## src/rtl/core/rgbhsv_pkg.sv

```systemverilog
package rgbhsv_pkg;

    // Hue sector picked by the largest channel, red first on ties
    typedef enum logic [1:0] {
        SECTOR_RED,
        SECTOR_GREEN,
        SECTOR_BLUE
    } sector_t;

endpackage

```

## src/rtl/core/rgb_to_hsv_converter.sv

```systemverilog
// RGB to HSV pixel converter. Takes one pixel per clock while m_ready is high and
// gives hue and saturation as FRACTION_BITS-bit fractions (truncated, saturation
// of 1.0 clamps to all ones) and brightness as the largest channel. Hue and
// saturation come from two restoring dividers that share one pipeline, one
// quotient bit per stage; a request passes the front stage, the setup slot and
// the quotient slots to the result. Each stage moves on when its successor has
// room, so empty slots collapse under m_ready stalls and s_ready stays high
// while the pipeline still has a hole.
module rgb_to_hsv_converter #(
    parameter int PIXEL_BITS    = 8,
    parameter int FRACTION_BITS = 16
) (
    input  logic                     aclk,
    input  logic                     aresetn,
    input  logic                     s_valid,
    output logic                     s_ready,
    input  logic [PIXEL_BITS-1:0]    s_red,
    input  logic [PIXEL_BITS-1:0]    s_green,
    input  logic [PIXEL_BITS-1:0]    s_blue,
    output logic                     m_valid,
    input  logic                     m_ready,
    output logic [FRACTION_BITS-1:0] m_hue,
    output logic [FRACTION_BITS-1:0] m_saturation,
    output logic [PIXEL_BITS-1:0]    m_brightness
);
    import rgbhsv_pkg::*;

    localparam int PW = PIXEL_BITS;
    localparam int FW = FRACTION_BITS;
    localparam int DW = PIXEL_BITS + 3;   // holds 6 * chroma

    typedef struct packed {
        logic          gray;
        logic          sat_int;
        logic [PW-1:0] v;
        logic [PW-1:0] rem_s;
        logic [DW-1:0] rem_h;
        logic [DW-1:0] div_h;
        logic [FW-1:0] q_s;
        logic [FW-1:0] q_h;
    } stage_t;

    // front stage: channels, max and chroma
    logic          s0_valid_reg;
    logic [PW-1:0] s0_r_reg, s0_g_reg, s0_b_reg, s0_v_reg, s0_c_reg;
    logic [PW-1:0] mx_rg, mn_rg, v_next, mn_next;
    logic          s0_en;

    // divider pipeline: slot 0 is setup, slots 1..FW one quotient bit each
    stage_t pipe_reg [0:FW];
    stage_t pipe_next[0:FW];
    logic   pv_reg   [0:FW];
    logic   en       [0:FW];

    always_comb begin
        mx_rg   = (s_red > s_green) ? s_red : s_green;
        mn_rg   = (s_red < s_green) ? s_red : s_green;
        v_next  = (mx_rg > s_blue) ? mx_rg : s_blue;
        mn_next = (mn_rg < s_blue) ? mn_rg : s_blue;
    end

    assign s0_en   = !s0_valid_reg || en[0];
    assign s_ready = s0_en;

    always_ff @(posedge aclk) begin
        if (!aresetn) begin
            s0_valid_reg <= 1'b0;
        end else if (s0_en) begin
            s0_valid_reg <= s_valid;
        end
        if (s0_en && s_valid) begin
            s0_r_reg <= s_red;
            s0_g_reg <= s_green;
            s0_b_reg <= s_blue;
            s0_v_reg <= v_next;
            s0_c_reg <= v_next - mn_next;
        end
    end

    // setup: angle numerator, 6c divisor, integer step of c / v
    sector_t       sector;
    logic [DW-1:0] c_ext, six_c, num;

    always_comb begin
        c_ext = DW'(s0_c_reg);
        six_c = (c_ext << 2) + (c_ext << 1);
        if (s0_v_reg == s0_r_reg) begin
            sector = SECTOR_RED;
        end else if (s0_v_reg == s0_g_reg) begin
            sector = SECTOR_GREEN;
        end else begin
            sector = SECTOR_BLUE;
        end
        unique case (sector)
            SECTOR_RED: begin
                // negative angle wraps by a full turn
                if (s0_g_reg >= s0_b_reg) begin
                    num = DW'(s0_g_reg - s0_b_reg);
                end else begin
                    num = six_c - DW'(s0_b_reg - s0_g_reg);
                end
            end
            SECTOR_GREEN: num = (c_ext << 1) + DW'(s0_b_reg) - DW'(s0_r_reg);
            SECTOR_BLUE:  num = (c_ext << 2) + DW'(s0_r_reg) - DW'(s0_g_reg);
            default:      num = '0;
        endcase

        pipe_next[0].gray    = (s0_c_reg == '0);
        pipe_next[0].sat_int = (s0_c_reg >= s0_v_reg);
        pipe_next[0].v       = s0_v_reg;
        pipe_next[0].rem_s   = (s0_c_reg >= s0_v_reg) ? s0_c_reg - s0_v_reg : s0_c_reg;
        pipe_next[0].rem_h   = num;
        pipe_next[0].div_h   = six_c;
        pipe_next[0].q_s     = '0;
        pipe_next[0].q_h     = '0;
    end

    genvar k;
    generate
        for (k = 1; k <= FW; k++) begin : g_div
            logic [PW:0] rs2;
            logic [DW:0] rh2;
            logic        bit_s, bit_h;

            always_comb begin
                rs2   = {pipe_reg[k-1].rem_s, 1'b0};
                rh2   = {pipe_reg[k-1].rem_h, 1'b0};
                bit_s = (rs2 >= {1'b0, pipe_reg[k-1].v});
                bit_h = (rh2 >= {1'b0, pipe_reg[k-1].div_h});

                pipe_next[k]       = pipe_reg[k-1];
                pipe_next[k].rem_s = bit_s ? PW'(rs2 - {1'b0, pipe_reg[k-1].v})
                                           : PW'(rs2);
                pipe_next[k].rem_h = bit_h ? DW'(rh2 - {1'b0, pipe_reg[k-1].div_h})
                                           : DW'(rh2);
                pipe_next[k].q_s   = {pipe_reg[k-1].q_s[FW-2:0], bit_s};
                pipe_next[k].q_h   = {pipe_reg[k-1].q_h[FW-2:0], bit_h};
            end
        end

        for (k = 0; k <= FW; k++) begin : g_stage
            logic in_valid;

            if (k == 0) begin : g_first
                assign in_valid = s0_valid_reg;
            end else begin : g_rest
                assign in_valid = pv_reg[k-1];
            end

            if (k == FW) begin : g_last
                assign en[k] = !pv_reg[k] || m_ready;
            end else begin : g_mid
                assign en[k] = !pv_reg[k] || en[k+1];
            end

            always_ff @(posedge aclk) begin
                if (!aresetn) begin
                    pv_reg[k] <= 1'b0;
                end else if (en[k]) begin
                    pv_reg[k] <= in_valid;
                end
                if (en[k] && in_valid) begin
                    pipe_reg[k] <= pipe_next[k];
                end
            end
        end
    endgenerate

    // gray (and black) pixels force hue and saturation to zero
    assign m_valid      = pv_reg[FW];
    assign m_brightness = pipe_reg[FW].v;
    assign m_hue        = pipe_reg[FW].gray ? '0 : pipe_reg[FW].q_h;
    assign m_saturation = pipe_reg[FW].gray    ? '0 :
                          pipe_reg[FW].sat_int ? '1 : pipe_reg[FW].q_s;

endmodule

```

## config.mk

```make
export PLATFORM = sky130hd
export DESIGN_NAME = rgb_to_hsv_converter
export DESIGN_NICKNAME = d
export VERILOG_FILES = /design/src/rtl/core/rgbhsv_pkg.sv /design/src/rtl/core/rgb_to_hsv_converter.sv
export SDC_FILE = /design/constraint.sdc
export NUM_CORES = 2
export LEC_CHECK = 0
export BUFFER_PORTS_ARGS = -buffer_cell sky130_fd_sc_hd__buf_2
export CORE_MARGIN = 1.5
export CORE_UTILIZATION = 45
export DETAILED_ROUTE_END_ITERATION = 12
export PLACE_DENSITY_LB_ADDON = 0.08
export SYNTH_ARGS = -nofsm -noshare
export SYNTH_HDL_FRONTEND = slang
export SYNTH_SLANG_ARGS = --single-unit
```

## constraint.sdc

```tcl
create_clock -name aclk -period 7.9 [get_ports aclk]
set_clock_uncertainty 0.2 [all_clocks]
set_input_delay 0.395 -clock aclk [delete_from_list [all_inputs] [get_ports aclk]]
set_output_delay 0.395 -clock aclk [all_outputs]
set_load 0.01 [all_outputs]
```

---- Word-level counts from Yosys, hierarchy flattened ----
Memory sizes are Yosys's and may differ from the RTL's.
Cells that the tools add are included.
operators by class
  multiply operators ...................... 0
  divide/modulo/power cells ............... 0
  shift-type cells ........................ 0
  reductions and logical operators ........ 56
  add/subtract/negate cells ............... 42
  eq/ne operators ......................... 4
  mux-type cells .......................... 147
  order comparisons ....................... 38
  bitwise gates (word level) .............. 17
operator list
  kind                 number
  $ge A12 B11 Y1       16
  $mux W11             17
  $sub A11 B11 Y11     17
  $mux W8              21
  $ge A9 B8 Y1         16
  $sub A8 B8 Y8        18
  $mux W1              103
  $mux W16             3
  $pmux W11 S3         1
  $logic_and A1 B1 Y1  18
  $logic_not A1 Y1     18
  $logic_or A1 B1 Y1   18
  $sub A8 B8 Y9        2
  $or A1 B1 Y1         17
  $eq A8 B8 Y1         2
  $ge A8 B8 Y1         2
  $gt A8 B8 Y1         2
  $lt A8 B8 Y1         2
  $add A10 B8 Y11      1
  $add A10 B9 Y11      1
  $sub A10 B8 Y11      1
  $sub A11 B8 Y11      1
  $add A9 B8 Y10       1
  $logic_not A8 Y1     1
  4 further kinds      5
storage, ports and cells
  memories kept ........................... 2
  RAM bits ................................ 1241
  latch bits .............................. 0
  output and inout port bits .............. 42
  register bits ........................... 41
  memory bits (read-only) ................. 0
  bits of input ports ..................... 28
  logic and storage cells ................. 312
memory list
  name      words  bits a word  read ports  clocked after memory_dff  write ports  RTL line                    source
  pipe_reg  17     72           17          0                         17           rgb_to_hsv_converter.sv:50  stage_t pipe_reg [0:FW];
  pv_reg    17     1            17          0                         17           rgb_to_hsv_converter.sv:52  logic pv_reg [0:FW];

---- Logic depth before layout (Yosys ltp) ----
An unclocked memory read counts as a cell.
  depth in word-level cells ............... 23
  depth in mapped cells ................... 27
  gate-level depth less buffers ........... 25

---- Least setup slack after synthesis ----
No wires, ideal clock.
  kind .................................... reg2reg
  start ................................... mem pv_reg[15]
  end ..................................... mem pv_reg[13], data pin
  required time ........................... 7.533 ns
  library setup time ...................... 0.167 ns
  setup slack ............................. 1.708 ns
  stages on the path, launching flop included .. 4
  path buffers ............................ 0
  clock period less this slack ............ 6.192 ns
  arrival time ............................ 5.826 ns
  path through ............................ edfxtp_1 -> and4b_2 -> a21boi_0 -> and2_1
RTL lines
  item             RTL line
  start, declared  rgb_to_hsv_converter.sv:52

---- Worst setup path in the final report ----
  start ................................... in s_green[5]
  end ..................................... reg s0_c_reg[7], data pin
on the way
  word-level cells in the longest chain between the ends .. 5
  elaborated cells on any way between the ends .. 9
  those cells by class .................... add/sub (1); order compare (4); mux (4)
RTL lines
  item                                                 RTL line                                                source
  start, declared                                      rgb_to_hsv_converter.sv:18                              input logic [PIXEL_BITS-1:0] s_green,
  $gt A8 B8 Y1 / $lt A8 B8 Y1 (equally long branches)  rgb_to_hsv_converter.sv:56, rgb_to_hsv_converter.sv:57
  $mux W8 (on tied branches)                           rgb_to_hsv_converter.sv:56, rgb_to_hsv_converter.sv:57
  $gt A8 B8 Y1 / $lt A8 B8 Y1 (equally long branches)  rgb_to_hsv_converter.sv:58, rgb_to_hsv_converter.sv:59
  $mux W8 (on tied branches)                           rgb_to_hsv_converter.sv:58, rgb_to_hsv_converter.sv:59
  $sub A8 B8 Y8 *                                      rgb_to_hsv_converter.sv:76                              s0_c_reg <= v_next - mn_next;
  end signal, assigned                                 rgb_to_hsv_converter.sv:76
  end, declared                                        rgb_to_hsv_converter.sv:45                              logic [PW-1:0] s0_r_reg, s0_g_reg, s0_b_reg, s0_v_reg, s0_c_reg;
Every way passes the cells marked *; elsewhere a longest branch is shown, timed or not.
A chain may end at the register's enable or synchronous reset.

==> metrics <==
CP required=8120 ps; TritonCTS clock tree=built; die footprint=about 0.11 mm²; setup violators final=0; Post-synth EDFFs=947; busiest metal layer after global routing=met2; Final Cycle Share=75.5%; top_reg_cell synth=edfxtp_1; largest net degree at the start of global routing=65; Total GRT Usage=16.4%; FF+latch count, synth=949; Chip Width=between 300 and 400 µm; crit path time final=5970 ps; initial core utilization=45.4%; nets@finish=between 4000 and 5000; IO Count=70; fillers=9292; Leak Pwr=21.2 nW; fmax=168 MHz; routed via count=around 27000; Synth Area per Inst=13.0 µm²; commonest non-fill, non-tap cell in the layout=edfxtp_1; DRC Markers=0; final number of hold-violating endpoints=0; Post-Syn Nets=4204; dominant cells by area after synthesis=edfxtp_1 (59%), ha_1 (9.9%), mux2_2 (4.4%), inv_1 (4.0%), xnor2_1 (2.6%); Mapped Area=0.0486 mm²; top-area cell type share of the netlist area=58.5%; max-slew violations=0; Pwr Density=245 mW/mm²; die height=332 µm; max_slew headroom=19.6%; Clk pin slew, worst setup/hold paths=60 ps; core outline area=0.107 mm²; post-synthesis cell type count=60; most frequent cells in the layout=edfxtp_1 (947), inv_1 (515), ha_1 (383), nor2_1 (249), mux2_2 (188); max-cap viol count=0; HP Class=reg -> reg; status=finished clean; met1 Use GR=20.0%; CTS max path bufs=3; post-detailed-routing wire length=between 80 and 90 mm; routed len/inst=between 15 and 20 µm; ANT nets after route=0; routing usage on met2=29.6%; H-tree Lvls=3; GPL Wtd Cong=~0.83; total negative slack=0 ps; RSZ-0062 raised after global routing=false; grt met3 use=2.50%; HPWL Detailed=66.8 mm; max FFs per register=a little under 900; 1st-iter DRT viols=~1300; arrival time at the worst endpoint=a little over 6000 ps; number of diodes=0; Area Growth Syn to Fin=12.0%; Pre-antenna DRT Iters=5; Num CTS Buffers=102; CP startpoint kind=input port; fraction of layout instances using a drive strength above 1=12.1%; first-pass GRT wire length=145 mm; row cnt=120; Max FO, Critical Path=13; asr flop ratio synth=0%; Num Clock Sinks=949; Worst-Margin Slew=1210 ps; initial antenna violation count=0; Syn Inst Count=roughly 3700; area leader, netlist=edfxtp_1; vias per inst=between 5 and 6; post-CTS setup repair buffer count=0; vias in the first global route=27900; Port Buffers=69; Root Driver=clkbuf_16; YS warnings=0; sequential-to-total area share from yosys stat=58.6%; Worst-Skew Late Latency=670 ps; final total power=0.0134 W; Remaining Overflow, GRT=0; critical path class=in -> reg; maximum vdd drop=roughly 0.18 mV; Worst Setup End Kind=register
==> worst paths after layout <==
check,from,endpoint,slack (ps),cells past startpoint
min,pipe_reg[1][164]$_DFFE_PP_,pipe_reg[1][237]$_DFFE_PP_,190,0
max reg2reg,s0_g_reg[1]$_DFFE_PP_,pipe_reg[0][53]$_DFFE_PP_,3930,17
max,s_green[5],s0_c_reg[7]$_DFFE_PP_,1930,26
min reg2reg,pipe_reg[1][164]$_DFFE_PP_,pipe_reg[1][237]$_DFFE_PP_,190,0
==> layout make-up <==
type / count / area (µm²) / area share, %
flip-flops and latches: 949 / 28500 / 52.3
multi-input cells: 2242 / 18100 / 33.3
well taps: 1403 / 1760 / 3.22
clock inverters: 71 / 778 / 1.43
repair buffers: 114 / 751 / 1.38
clock buffers: 117 / 2630 / 4.83
inverters: 515 / 1930 / 3.55
==> worst max-delay path: stages <==
cell and delay (ps):
dlygate4sd3_1 520, buf_2 140, inv_1 60, ha_1 310, a211oi_2 240, nor2_1 80, nor2_1 300, nand2_1 290
mux2_2 380, ha_1 300, a21oi_1 60, o21ai_0 250, nor4_1 110, a31oi_1 760, nor2_1 110, a21oi_1 290
inv_1 80, ha_1 270, nor2b_1 130, o21a_1 190, o21a_1 200, o21a_1 180, o21ai_0 190, nand2b_1 90
a21oi_1 190, xnor2_1 90
==> report_power, final <==
group | switching [W] | internal (W)
logic | 0.00148 | 0.00119
clock network | 0.00200 | 0.00282
registers | 0.000138 | 0.00573
total | 0.00361 | 0.00974
==> cells in the mapped netlist (all sizes together), types with 4 or more instances <==
cell type / count
o31ai: 4
nor2: 254
a221oi: 15
clkbuf: 15
o211ai: 5
nor3: 53
nor2b: 126
xor2: 70
edfxtp: 947
and2: 18
buf: 21
fa: 51
a211oi: 37
and3: 15
a21o: 89
inv: 515
nand4: 49
mux2i: 38
ha: 383
o21bai: 9
nand3: 31
o21ai: 188
o21a: 66
nand2: 124
xnor2: 144
a21oi: 131
nor4: 25
nand2b: 39
a21boi: 51
mux2: 188
a211o: 14
==> metal layers <==
metal | up-vias | wire, µm
li1 | 13700 | -
met1 | 12900 | 39200
met2 | 323 | 44900
met3 | 165 | 2950
met4 | 0 | 2560
met5 | - | 0
==> logic make-up after synthesis <==
group | share of synthesized area, %
adder cells (fa/ha/maj) | 12.0
XOR/XNOR | 3.86
flip-flops | 58.6
AO/OA/AOI/OAI | 8.46
multiplexers | 5.14
buffers and inverters | 4.35
AND/OR/NAND/NOR | 7.66
==> stage by stage <==
stage	hold WS (ps)	instances	setup slack, ps	cell area, µm²	util, %
floorplan	200	3742	1710	48600	-
global placement	200	5196	1890	50800	47.4
detailed placement	205	5196	1870	50800	47.4
CTS	191	5411	2040	54500	50.9
global route	205	5411	1490	54500	50.9
finish	194	5411	1930	54500	50.9
==> timing repair <==
action                    in CTS  in global routing
hold endpoints to repair      31                  0
resized for setup              0                  0
hold buffers                  27                  0
Note: power is estimated with default switching activity, not from simulation.
